==> src/design/mte_pkg.sv <==
package mte_pkg;

    localparam int ENC_BITS       = 13;
    localparam int ENC_RANGE      = 1 << ENC_BITS;
    localparam int HALF_ENC_RANGE = ENC_RANGE / 2;

    localparam logic [ENC_BITS-1:0] RESET_READING = ENC_BITS'(HALF_ENC_RANGE - 1);

    localparam int CFG_INDEX_W = 3;
    localparam int CFG_DATA_W  = 16;

    typedef enum logic [CFG_INDEX_W-1:0] {
        REG_CONTROL_MODE   = 3'd0,
        REG_ANGLE_ABSOLUTE = 3'd1,
        REG_REVERSED       = 3'd2,
        REG_MAX_TURNS      = 3'd3,
        REG_MIN_TURNS      = 3'd4,
        REG_HALF_RATIO     = 3'd5
    } cfg_reg_t;

    localparam logic [1:0] MODE_SPEED = 2'd1;

    localparam logic OP_FEEDBACK = 1'b0;
    localparam logic OP_RESET    = 1'b1;

endpackage

==> src/design/mte_in_if.sv <==
interface mte_in_if;

    logic                            valid;
    logic                            ready;
    logic                            op;
    logic [mte_pkg::ENC_BITS-1:0]    enc_reading;
    logic signed [15:0]              rotor_speed;
    logic signed [15:0]              motor_current;
    logic [7:0]                      motor_temp;
    logic signed [31:0]              target_count;

    modport source (
        output valid, op, enc_reading, rotor_speed, motor_current, motor_temp, target_count,
        input  ready
    );

    modport sink (
        input  valid, op, enc_reading, rotor_speed, motor_current, motor_temp, target_count,
        output ready
    );

endinterface

==> src/design/mte_out_if.sv <==
interface mte_out_if;

    logic               valid;
    logic               ready;
    logic signed [31:0] angle_count;
    logic signed [15:0] turn_count;
    logic signed [15:0] speed_out;
    logic signed [15:0] current_out;
    logic [7:0]         temp_out;

    modport source (
        output valid, angle_count, turn_count, speed_out, current_out, temp_out,
        input  ready
    );

    modport sink (
        input  valid, angle_count, turn_count, speed_out, current_out, temp_out,
        output ready
    );

endinterface

==> src/design/multiturn_encoder_tracker.sv <==
// The result word of an accepted input word is registered and offered in the cycle after it is accepted.
// Throughput: one word per cycle while the result word is taken; the tracking state registers
// close the only loop, updated in a single pass per word.
// Reset (rst_n low, asynchronous): configuration to defaults, turns and offset to zero,
// last reading to 4095, last feedback to zero, no result word pending.
module multiturn_encoder_tracker (
    input  logic                              clk,
    input  logic                              rst_n,
    mte_in_if.sink                            in_ch,
    mte_out_if.source                         out_ch,
    input  logic                              cfg_wr_en,
    input  logic [mte_pkg::CFG_INDEX_W-1:0]   cfg_index,
    input  logic [mte_pkg::CFG_DATA_W-1:0]    cfg_data
);

    localparam int EB = mte_pkg::ENC_BITS;

    // configuration
    logic [1:0]         control_mode_reg;
    logic               angle_absolute_reg;
    logic               reversed_reg;
    logic signed [15:0] max_turns_reg;
    logic signed [15:0] min_turns_reg;
    logic [13:0]        half_ratio_reg;

    // tracking state
    logic [EB-1:0]      prev_reading_reg;
    logic signed [15:0] turns_reg;
    logic [31:0]        angle_offset_reg;
    logic signed [15:0] last_speed_reg;
    logic signed [15:0] last_current_reg;
    logic [7:0]         last_temp_reg;

    logic [EB-1:0]      prev_reading_next;
    logic signed [15:0] turns_next;
    logic [31:0]        angle_offset_next;
    logic signed [15:0] last_speed_next;
    logic signed [15:0] last_current_next;
    logic [7:0]         last_temp_next;

    // result register
    logic               out_valid_reg;
    logic signed [31:0] angle_count_reg;
    logic signed [15:0] turn_count_reg;
    logic signed [15:0] speed_out_reg;
    logic signed [15:0] current_out_reg;
    logic [7:0]         temp_out_reg;

    logic signed [31:0] angle_count_next;
    logic signed [15:0] speed_out_next;
    logic signed [15:0] current_out_next;

    logic in_ready;
    logic in_fire;

    // feedback path
    logic signed [EB+1:0] fwd_diff;
    logic signed [EB+1:0] back_diff;
    logic signed [17:0]   t_base;
    logic signed [17:0]   t_step;
    logic signed [17:0]   t_fold;
    logic signed [17:0]   t_pre;
    logic signed [17:0]   hr_ext;
    logic signed [17:0]   max_ext;
    logic signed [17:0]   min_ext;
    logic signed [31:0]   rd_ext;
    logic signed [15:0]   t_fb;

    // reset-request path
    logic signed [31:0]   tgt;
    logic signed [32:0]   tgt_bias;
    logic signed [32:0]   tgt_quot;
    logic signed [15:0]   t_rst;
    logic [31:0]          t_rst_counts;
    logic [31:0]          offset_rst;

    logic [31:0]          angle_raw;

    assign in_ready     = !out_valid_reg || out_ch.ready;
    assign in_fire      = in_ch.valid && in_ready;
    assign in_ch.ready  = in_ready;

    assign out_ch.valid       = out_valid_reg;
    assign out_ch.angle_count = angle_count_reg;
    assign out_ch.turn_count  = turn_count_reg;
    assign out_ch.speed_out   = speed_out_reg;
    assign out_ch.current_out = current_out_reg;
    assign out_ch.temp_out    = temp_out_reg;

    // turn counting for a feedback word
    always_comb
    begin
        fwd_diff  = $signed({2'b00, prev_reading_reg}) - $signed({2'b00, in_ch.enc_reading});
        back_diff = $signed({2'b00, in_ch.enc_reading}) - $signed({2'b00, prev_reading_reg});
        t_base    = 18'(turns_reg);
        hr_ext    = $signed({4'b0000, half_ratio_reg});
        max_ext   = 18'(max_turns_reg);
        min_ext   = 18'(min_turns_reg);
        rd_ext    = $signed({{(32-EB){1'b0}}, in_ch.enc_reading});

        if (fwd_diff > $signed((EB+2)'(mte_pkg::HALF_ENC_RANGE)))
        begin
            t_step = t_base + 18'sd1;
        end
        else if (back_diff > $signed((EB+2)'(mte_pkg::HALF_ENC_RANGE)))
        begin
            t_step = t_base - 18'sd1;
        end
        else
        begin
            t_step = t_base;
        end

        // fold around plus or minus half the ratio in absolute format
        t_fold = t_step;
        if (angle_absolute_reg)
        begin
            if ((t_step >= hr_ext) && (rd_ext > $signed(angle_offset_reg)))
            begin
                t_fold = -hr_ext;
            end
            else if ((t_step <= -hr_ext) && (rd_ext < $signed(angle_offset_reg)))
            begin
                t_fold = hr_ext;
            end
        end

        t_pre = (control_mode_reg == mte_pkg::MODE_SPEED) ? 18'sd0 : t_fold;

        if (t_pre > max_ext)
        begin
            t_fb = max_turns_reg;
        end
        else if (t_pre < min_ext)
        begin
            t_fb = min_turns_reg;
        end
        else
        begin
            t_fb = t_pre[15:0];
        end
    end

    // turns and offset from a target in counts
    always_comb
    begin
        if (reversed_reg)
        begin
            tgt = (in_ch.target_count == 32'sh8000_0000) ? 32'sh7fff_ffff
                                                         : -in_ch.target_count;
        end
        else
        begin
            tgt = in_ch.target_count;
        end

        // round toward zero before the arithmetic shift
        tgt_bias = 33'(tgt) + (tgt[31] ? 33'sd0 + 33'(mte_pkg::ENC_RANGE - 1) : 33'sd0);
        tgt_quot = tgt_bias >>> EB;

        if (tgt_quot > 33'sd32767)
        begin
            t_rst = 16'sh7fff;
        end
        else if (tgt_quot < -33'sd32768)
        begin
            t_rst = 16'sh8000;
        end
        else
        begin
            t_rst = tgt_quot[15:0];
        end

        t_rst_counts = 32'(t_rst) << EB;
        offset_rst   = {{(32-EB){1'b0}}, prev_reading_reg} - (32'(tgt) - t_rst_counts);
    end

    // next state and result
    always_comb
    begin
        prev_reading_next = prev_reading_reg;
        turns_next        = turns_reg;
        angle_offset_next = angle_offset_reg;
        last_speed_next   = last_speed_reg;
        last_current_next = last_current_reg;
        last_temp_next    = last_temp_reg;

        if (in_ch.op == mte_pkg::OP_RESET)
        begin
            turns_next        = t_rst;
            angle_offset_next = offset_rst;
        end
        else
        begin
            prev_reading_next = in_ch.enc_reading;
            turns_next        = t_fb;
            last_speed_next   = in_ch.rotor_speed;
            last_current_next = in_ch.motor_current;
            last_temp_next    = in_ch.motor_temp;
            if (control_mode_reg == mte_pkg::MODE_SPEED)
            begin
                angle_offset_next = {{(32-EB){1'b0}}, in_ch.enc_reading};
            end
        end

        angle_raw = (32'(turns_next) << EB) + {{(32-EB){1'b0}}, prev_reading_next}
                    - angle_offset_next;

        if (reversed_reg)
        begin
            angle_count_next = (angle_raw == 32'h8000_0000) ? 32'sh7fff_ffff
                                                            : -$signed(angle_raw);
            speed_out_next   = (last_speed_next == 16'sh8000) ? 16'sh7fff : -last_speed_next;
            current_out_next = (last_current_next == 16'sh8000) ? 16'sh7fff
                                                                : -last_current_next;
        end
        else
        begin
            angle_count_next = $signed(angle_raw);
            speed_out_next   = last_speed_next;
            current_out_next = last_current_next;
        end
    end

    always_ff @(posedge clk or negedge rst_n)
    begin
        if (!rst_n)
        begin
            control_mode_reg   <= 2'd0;
            angle_absolute_reg <= 1'b0;
            reversed_reg       <= 1'b0;
            max_turns_reg      <= 16'sh7fff;
            min_turns_reg      <= 16'sh8000;
            half_ratio_reg     <= 14'd0;
        end
        else if (cfg_wr_en)
        begin
            unique case (cfg_index)
                mte_pkg::REG_CONTROL_MODE:   control_mode_reg   <= cfg_data[1:0];
                mte_pkg::REG_ANGLE_ABSOLUTE: angle_absolute_reg <= cfg_data[0];
                mte_pkg::REG_REVERSED:       reversed_reg       <= cfg_data[0];
                mte_pkg::REG_MAX_TURNS:      max_turns_reg      <= $signed(cfg_data);
                mte_pkg::REG_MIN_TURNS:      min_turns_reg      <= $signed(cfg_data);
                mte_pkg::REG_HALF_RATIO:     half_ratio_reg     <= cfg_data[13:0];
                default:                     ;
            endcase
        end
    end

    always_ff @(posedge clk or negedge rst_n)
    begin
        if (!rst_n)
        begin
            prev_reading_reg <= mte_pkg::RESET_READING;
            turns_reg        <= 16'sd0;
            angle_offset_reg <= 32'd0;
            last_speed_reg   <= 16'sd0;
            last_current_reg <= 16'sd0;
            last_temp_reg    <= 8'd0;
        end
        else if (in_fire)
        begin
            prev_reading_reg <= prev_reading_next;
            turns_reg        <= turns_next;
            angle_offset_reg <= angle_offset_next;
            last_speed_reg   <= last_speed_next;
            last_current_reg <= last_current_next;
            last_temp_reg    <= last_temp_next;
        end
    end

    always_ff @(posedge clk or negedge rst_n)
    begin
        if (!rst_n)
        begin
            out_valid_reg <= 1'b0;
        end
        else if (in_fire)
        begin
            out_valid_reg <= 1'b1;
        end
        else if (out_ch.ready)
        begin
            out_valid_reg <= 1'b0;
        end
    end

    // hold the result word until taken
    always_ff @(posedge clk)
    begin
        if (in_fire)
        begin
            angle_count_reg <= angle_count_next;
            turn_count_reg  <= turns_next;
            speed_out_reg   <= speed_out_next;
            current_out_reg <= current_out_next;
            temp_out_reg    <= last_temp_next;
        end
    end

endmodule

==> src/flat_wrapper.sv <==
// flat-port wrapper written by rule: the top's interface ports become plain ports
module multiturn_encoder_tracker_flat 
  (clk, rst_n, cfg_wr_en, cfg_index, cfg_data, in_ch_valid, in_ch_op, in_ch_enc_reading, in_ch_rotor_speed, in_ch_motor_current, in_ch_motor_temp, in_ch_target_count, in_ch_ready, out_ch_valid, out_ch_angle_count, out_ch_turn_count, out_ch_speed_out, out_ch_current_out, out_ch_temp_out, out_ch_ready);
  mte_in_if in_ch_i ();
  mte_out_if out_ch_i ();
  input  logic clk;
  input  logic rst_n;
  input  logic cfg_wr_en;
  input  logic [mte_pkg::CFG_INDEX_W-1:0] cfg_index;
  input  logic [mte_pkg::CFG_DATA_W-1:0] cfg_data;
  input wire logic [$bits(in_ch_i.valid)-1:0] in_ch_valid;
  input wire logic [$bits(in_ch_i.op)-1:0] in_ch_op;
  input wire logic [$bits(in_ch_i.enc_reading)-1:0] in_ch_enc_reading;
  input wire logic [$bits(in_ch_i.rotor_speed)-1:0] in_ch_rotor_speed;
  input wire logic [$bits(in_ch_i.motor_current)-1:0] in_ch_motor_current;
  input wire logic [$bits(in_ch_i.motor_temp)-1:0] in_ch_motor_temp;
  input wire logic [$bits(in_ch_i.target_count)-1:0] in_ch_target_count;
  output wire logic [$bits(in_ch_i.ready)-1:0] in_ch_ready;
  output wire logic [$bits(out_ch_i.valid)-1:0] out_ch_valid;
  output wire logic [$bits(out_ch_i.angle_count)-1:0] out_ch_angle_count;
  output wire logic [$bits(out_ch_i.turn_count)-1:0] out_ch_turn_count;
  output wire logic [$bits(out_ch_i.speed_out)-1:0] out_ch_speed_out;
  output wire logic [$bits(out_ch_i.current_out)-1:0] out_ch_current_out;
  output wire logic [$bits(out_ch_i.temp_out)-1:0] out_ch_temp_out;
  input wire logic [$bits(out_ch_i.ready)-1:0] out_ch_ready;
  assign in_ch_i.valid = in_ch_valid;
  assign in_ch_i.op = in_ch_op;
  assign in_ch_i.enc_reading = in_ch_enc_reading;
  assign in_ch_i.rotor_speed = in_ch_rotor_speed;
  assign in_ch_i.motor_current = in_ch_motor_current;
  assign in_ch_i.motor_temp = in_ch_motor_temp;
  assign in_ch_i.target_count = in_ch_target_count;
  assign in_ch_ready = in_ch_i.ready;
  assign out_ch_valid = out_ch_i.valid;
  assign out_ch_angle_count = out_ch_i.angle_count;
  assign out_ch_turn_count = out_ch_i.turn_count;
  assign out_ch_speed_out = out_ch_i.speed_out;
  assign out_ch_current_out = out_ch_i.current_out;
  assign out_ch_temp_out = out_ch_i.temp_out;
  assign out_ch_i.ready = out_ch_ready;
  multiturn_encoder_tracker u_core (.clk(clk), .rst_n(rst_n), .in_ch(in_ch_i), .out_ch(out_ch_i), .cfg_wr_en(cfg_wr_en), .cfg_index(cfg_index), .cfg_data(cfg_data));
endmodule
==> config.mk <==
export PLATFORM = sky130hd
export DESIGN_NAME = multiturn_encoder_tracker_flat
export DESIGN_NICKNAME = d
export VERILOG_FILES = /design/src/design/mte_pkg.sv /design/src/design/mte_in_if.sv /design/src/design/mte_out_if.sv /design/src/design/multiturn_encoder_tracker.sv /design/src/flat_wrapper.sv
export SDC_FILE = /design/constraint.sdc
export NUM_CORES = 1
export LEC_CHECK = 0
export ABC_AREA = 1
export BUFFER_PORTS_ARGS = -buffer_cell sky130_fd_sc_hd__buf_4
export CAP_MARGIN = 20
export CORE_ASPECT_RATIO = 0.6
export CORE_MARGIN = 3
export CORE_UTILIZATION = 56
export DETAILED_ROUTE_END_ITERATION = 6
export GPL_ROUTABILITY_DRIVEN = 1
export PLACE_DENSITY_LB_ADDON = 0.15
export SETUP_SLACK_MARGIN = 0.5
export SYNTH_ARGS = -nofsm -noshare
export SYNTH_HDL_FRONTEND = slang
export SYNTH_SLANG_ARGS = --single-unit
==> constraint.sdc <==
create_clock -name clk -period 9.15 [get_ports clk]
set_clock_uncertainty 0.2 [all_clocks]
set_input_delay 0 -clock clk [delete_from_list [all_inputs] [get_ports clk]]
set_output_delay 0 -clock clk [all_outputs]
set_load 0.03 [all_outputs]
Word level (Yosys, flattened, before mapping). Index checks and enable logic that the tools add are counted. Widths: inputs -> output; s select.

Add/sub/neg operators: 14. Order comparisons: 10. Equal/unequal tests: 10. Mux-type cells: 28. Reduce and logical (&&, ||, !) cells: 13.

Operators by type and width (count): $mux 32 (6); $mux 16 (11); $mux 18 (6); $eq 32x32->1 const B (2); $neg 32->32 (2); $sub 32x32->32 (2); $add 32x14->33 (1); $eq 16x16->1 const B (2); $gt 14x32->1 (1); $lt 14x32->1 (1); $neg 16->16 (2); $sub 13x32->32 (1); $add 29x14->30 (1); $gt 15x14->1 const B (2); $sub 13x13->14 (2); $mux 13 (2); $gt 20x16->1 const B (1); $lt 20x16->1 const B (1); $ge 18x15->1 (1); $gt 18x16->1 (1); $le 18x18->1 (1); $lt 18x16->1 (1); $neg 14->18 (1); $add 16x2->17 const B (1); 13 further kinds (23).

Register bits after elaboration: 240. Input port bits: 110. Output and inout port bits: 90. Word-level logic and storage cells: 93.

Longest topological paths before layout.
Depth in word-level cells: 19. Gate-level depth with buffers: 80. Gate-level depth less buffers: 79.

Worst setup path after synthesis. No wires, ideal clock.

Path type: register to register. Start: register u_core.prev_reading_reg[9]. End: register u_core.angle_count_reg[31], in the netlist u_core.out_ch.angle_count[31] (data pin). Arrival: 9.435 ns. Data required time: 8.695 ns. Path slack: -0.740 ns. Cell stages (with the launch flop): 70. Buffers on the path: 4. Cell sequence: dfstp_2 > ha_1 > buf_2 > a21oi_1 > a21boi_0 > nand3_1 > nand2_1 > nand3_1 > nor2_1 > nand3_1 > nand2_1 > clkbuf_1 > inv_1 > nor3_1 > nand3_1 > o21ai_0 > xor2_1 > ha_1 > [... 34 more ...] > o21bai_1 > a21oi_1 > o21bai_1 > nand2_1 > nand2_1 > nand2_1 > nand2_1 > nand2_1 > nand2_1 > nand2_1 > nand2_1 > nand3_1 > nor2_1 > a2111oi_0 > xor2_1 > nand3b_4 > nand2_1 > nor2_1.

Word-level cells in the longest chain between the ends: 19. Elaborated cells between the ends (all ways): 28. Those cells by class: 6 x add/sub; 6 x order compare; 1 x eq/ne; 13 x mux; 2 x reduce/logical.

Ends and longest elaborated chain: start, declared (line multiturn_encoder_tracker.sv:27) `logic [EB-1:0] prev_reading_reg;`; start signal, assigned (line multiturn_encoder_tracker.sv:254) `prev_reading_reg <= mte_pkg::RESET_READING;`; start signal, assigned (line multiturn_encoder_tracker.sv:263) `prev_reading_reg <= prev_reading_next;`; $sub 13x13->14 (line multiturn_encoder_tracker.sv:94) `back_diff = $signed({2'b00, in_ch.enc_reading}) - $signed({2'b00, prev_reading_reg});`; $gt 15x14->1 (line multiturn_encoder_tracker.sv:105) `else if (back_diff > $signed((EB+2)'(mte_pkg::HALF_ENC_RANGE)))`; $mux 18 (line multiturn_encoder_tracker.sv:105); $mux 18 (*) (line multiturn_encoder_tracker.sv:101) `if (fwd_diff > $signed((EB+2)'(mte_pkg::HALF_ENC_RANGE)))`; $le 18x18->1 (line multiturn_encoder_tracker.sv:122) `else if ((t_step <= -hr_ext) && (rd_ext < $signed(angle_offset_reg)))`; $logic_and 1x1->1 (line multiturn_encoder_tracker.sv:122); $mux 18 (line multiturn_encoder_tracker.sv:122); $mux 18 (line multiturn_encoder_tracker.sv:118) `if ((t_step >= hr_ext) && (rd_ext > $signed(angle_offset_reg)))`; [... 5 more ...]; $mux 16 (*) (line multiturn_encoder_tracker.sv:188) `if (in_ch.op == mte_pkg::OP_RESET)`; named net u_core.turns_next[1] (line multiturn_encoder_tracker.sv:35) `logic signed [15:0] turns_next;`; $add 29x14->30 (*) (line multiturn_encoder_tracker.sv:206) `angle_raw = (32'(turns_next) << EB) + {{(32-EB){1'b0}}, prev_reading_next}`; $sub 32x32->32 (*) (line multiturn_encoder_tracker.sv:207) `- angle_offset_next;`; $neg 32->32 or $eq 32x32->1 (tied branches) (line multiturn_encoder_tracker.sv:212, multiturn_encoder_tracker.sv:211); $mux 32 (line multiturn_encoder_tracker.sv:211) `angle_count_next = (angle_raw == 32'h8000_0000) ? 32'sh7fff_ffff`; $mux 32 (*) (line multiturn_encoder_tracker.sv:209) `if (reversed_reg)`; named net u_core.angle_count_next[31] (line multiturn_encoder_tracker.sv:49) `logic signed [31:0] angle_count_next;`; end signal, assigned (line multiturn_encoder_tracker.sv:293) `angle_count_reg <= angle_count_next;`; end, declared (line multiturn_encoder_tracker.sv:43) `logic signed [31:0] angle_count_reg;`.

The timed path passes the listed nets; every way through them passes the cells marked *. A chain may end at the register's enable or synchronous reset.

Worst setup path after layout.
Start: register u_core.prev_reading_reg[2]. End: register u_core.angle_count_reg[5], in the netlist u_core.out_ch.angle_count[5] (data pin).

Word-level cells in the longest chain between the ends: 19. Elaborated cells between the ends (all ways): 28. Those cells by class: 6 x add/sub; 6 x order compare; 1 x eq/ne; 13 x mux; 2 x reduce/logical.

Ends and longest elaborated chain (line): $sub 13x13->14 (multiturn_encoder_tracker.sv:94); $gt 15x14->1 (multiturn_encoder_tracker.sv:105); $mux 18 (multiturn_encoder_tracker.sv:105); $mux 18 (*) (multiturn_encoder_tracker.sv:101); $le 18x18->1 (multiturn_encoder_tracker.sv:122); $logic_and 1x1->1 (multiturn_encoder_tracker.sv:122); $mux 18 (multiturn_encoder_tracker.sv:122); $mux 18 (multiturn_encoder_tracker.sv:118); [... 5 more ...]; $mux 16 (*) (multiturn_encoder_tracker.sv:188); named net u_core.turns_next[1] (multiturn_encoder_tracker.sv:35); $add 29x14->30 (*) (multiturn_encoder_tracker.sv:206); $sub 32x32->32 (*) (multiturn_encoder_tracker.sv:207); $eq 32x32->1 (*) (multiturn_encoder_tracker.sv:211); $mux 32 (*) (multiturn_encoder_tracker.sv:211); $mux 32 (*) (multiturn_encoder_tracker.sv:209); named net u_core.angle_count_next[5] (multiturn_encoder_tracker.sv:49).

Marks and branches as above.

==> flow_summary.ini <==
[status]
outcome = complete, but fails checks
violations = design-rule violations, negative setup slack

[sta]
setup_viol = 32
clock.fmax_mhz = 99.2
finalCriticalPeriod_ns = 10.08
tightest_slew_ns = 1.04
tns_ns = -29.05
hold_viol_final = 0
maxSlewViolCount = 0
rsz0062_at_grt = true
setup_ws_ns = -0.934
slew_headroom_pct = 30.3
period_share_pct = 110
worst_hold_slack_ns = 0.0266

[die]
ios = 200
rows = 55
start_util_pct = 57.0
core_um2 = 37800
die_w_um = 259
die-area_um2 = 41000
dieHeight_um = 158

[synth]
synth_edf_count = 88
yosysSeqAreaShare_pct = 30.0
synth_area_um2 = 21600
ys_types = 66
async_reset_ff_share_pct = 63.3
ys_warn_count = 0
ys_ff_latch = 240
syn_inst = 3108
synthesis.nets = 3406
syn_area_per_cell_um2 = 6.94
ys.flop_type = dfrtp_1

[placed_design]
gp_congestion = 1.02
pre_cts_ws_ns = -1.09
hpwl_mm = 61.4
io_buffers = 199
placement.cell_area_um2 = 26200

[routing]
firstDrtPassIters = 7
drt_wl_total_mm = 85.7
viasPerCell = 5.96
detail-route-antenna-nets = 0
drc_errors = 4
wl_met3_mm = 12.2
routedWlPerCell_um = 20.0
route.vias.total = 25485
drt-initial-drc-count = 3813
routed.top_layer = met4
wl_met2_mm = 34.2
wl_met1_mm = 36.2

[power]
power_density_nw_per_um2 = 400
irDropWorstVdd_mv = 0.466
p_leak_nw = 14.6

[worst_setup_path]
required_ns = 9.40
path_delay_family = simple AND/OR/NAND/NOR gates
critPathLaunchType = flop
critPathSlowestCell = dfstp_2
critPathKind = reg -> reg
path_max_fanout = 8
critical_path_arrival_ns = 10.34
crit_path_end_kind = flop
crit_buf_inv = 12
cp_common_cell = buf_4
max_stage_delay_ns = 0.58

[global_routing]
overflow = 0
grt_pass1_vias = 23539
track_usage_pct = 39.8
antenna_found_initial = 5
grt_pass1_wl_mm = 129
grt_max_degree = 109

[clock_tree]
clk_path_buf_depth = 3
clk_pin_slew_worst_paths_ns = 0.07
root_buffer = clkbuf_16
clock_latency_ns = 0.59
cts_buffers = 26
htree_levels = 1
cts_tree = built
cts.sinks = 240

[cells_and_area]
area_delta_synth_final_pct = 36.2
fillCellCount = 2679
utilization_pct = 77.7
layout_common_cells = 702 x nand2_1, 571 x buf_4, 419 x inv_1
drive_above_1_share_pct = 26.0
fin_nets = 4037
final_area_um2 = 29400
mostFrequentLayoutCell = nand2_1

[min_path]
worst_hold_path_type = in -> reg

[flow_run]
drv_cap = 0
through the flow:
stage	instances	power, mW
floorplan	3108	6.10
global placement	4067	9.15
detailed placement	4067	9.38
CTS	4248	10.9
global route	4275	12.5
finish	4275	11.8
what timing repair did:
action,CTS,global route
endpoints found under the setup margin,32,32
gates resized for setup,102,86
gates cloned,2,1
pin swaps,54,41
hold buffers,100,1
endpoints found under the hold margin,250,8
buffers inserted,31,21
cell families after synthesis:
group           count (synthesis)  share of synthesized area (%)
xor+xnor                       93                           3.77
mux                             5                          0.232
flops                         240                           30.0
simple gates                 1409                           29.5
fa+ha+maj                     188                           11.0
compound gates                634                           15.9
buf+inv                       539                           9.59
where the power goes:
group          total (mW)  leakage, nW  internal, mW  switching (mW)
clock network        1.13        0.429         0.615           0.514
registers            1.76         2.68          1.53           0.224
logic                8.86         11.5          3.82            5.04
total                11.8         14.6          5.97            5.78
area by class of cell:
cell class | instances | area [µm²] | area share, %
Antenna cell | 3 | 7.51 | 0.0255
Tap cell | 513 | 642 | 2.18
Multi-Input combinational cell | 2329 | 14000 | 47.6
Clock inverter | 12 | 106 | 0.362
Timing Repair Buffer | 698 | 5710 | 19.4
Clock buffer | 36 | 761 | 2.59
Sequential cell | 240 | 6480 | 22.1
Inverter | 444 | 1690 | 5.76
synth_stat cells (5+ instances only):
master | n | area share, %
nor2_1 | 232 | 4.0
nor2_2 | 10 | 0.29
o21ai_0 | 344 | 8.0
nand2_1 | 734 | 13
nand4_1 | 46 | 1.3
inv_1 | 432 | 7.5
nand2_2 | 17 | 0.49
nand2_4 | 5 | 0.26
inv_2 | 9 | 0.16
xor2_1 | 71 | 2.9
nor4_1 | 11 | 0.32
ha_1 | 186 | 11
mux2i_1 | 5 | 0.23
buf_1 | 5 | 0.087
nor3_1 | 57 | 1.3
xnor2_1 | 22 | 0.89
o211ai_1 | 18 | 0.63
dfrtp_1 | 124 | 14
o21bai_1 | 8 | 0.28
clkbuf_1 | 78 | 1.4
nand3_2 | 28 | 1.3
o31ai_1 | 13 | 0.45
dfstp_2 | 28 | 3.4
nand3b_1 | 6 | 0.21
nand3_1 | 185 | 4.3
or2_2 | 54 | 1.6
edfxtp_1 | 88 | 12
a211oi_1 | 11 | 0.38
a21oi_1 | 185 | 4.3
buf_2 | 5 | 0.12
a31oi_1 | 18 | 0.52
final timing paths:
| check | startpoint | end | slack (ns) | cells past startpoint |
|---|---|---|---|---|
| max | u_core.prev_reading_reg[2] | u_core.out_ch.angle_count[5] | -0.93 | 61 |
| min | cfg_data[15] | u_core.min_turns_reg[15] | 0.03 | 4 |
| max reg2reg | u_core.prev_reading_reg[2] | u_core.out_ch.angle_count[5] | -0.93 | 61 |
| min reg2reg | u_core.angle_offset_reg[20] | u_core.angle_offset_reg[20] | 0.29 | 2 |
| max in group asynchronous | rst_n | u_core.reversed_reg | 7.42 | 4 |
| min in group asynchronous | rst_n | u_core.prev_reading_reg[7] | 0.41 | 3 |
worst min-delay path, cell delays in order:
cell and delay, ns:
dlygate4sd3_1 0.54, buf_4 0.13, inv_1 0.05, o21ai_0 0.08
routing by layer:
layer / track usage [%] / vias to the layer above
met1: 57.8 / 11810
met4: 11.1 / 0
met5: 0 / -
met3: 12.3 / 293
met2: 56.7 / 1825
li1: - / 11557
Note: power is estimated with default switching activity, not from simulation.
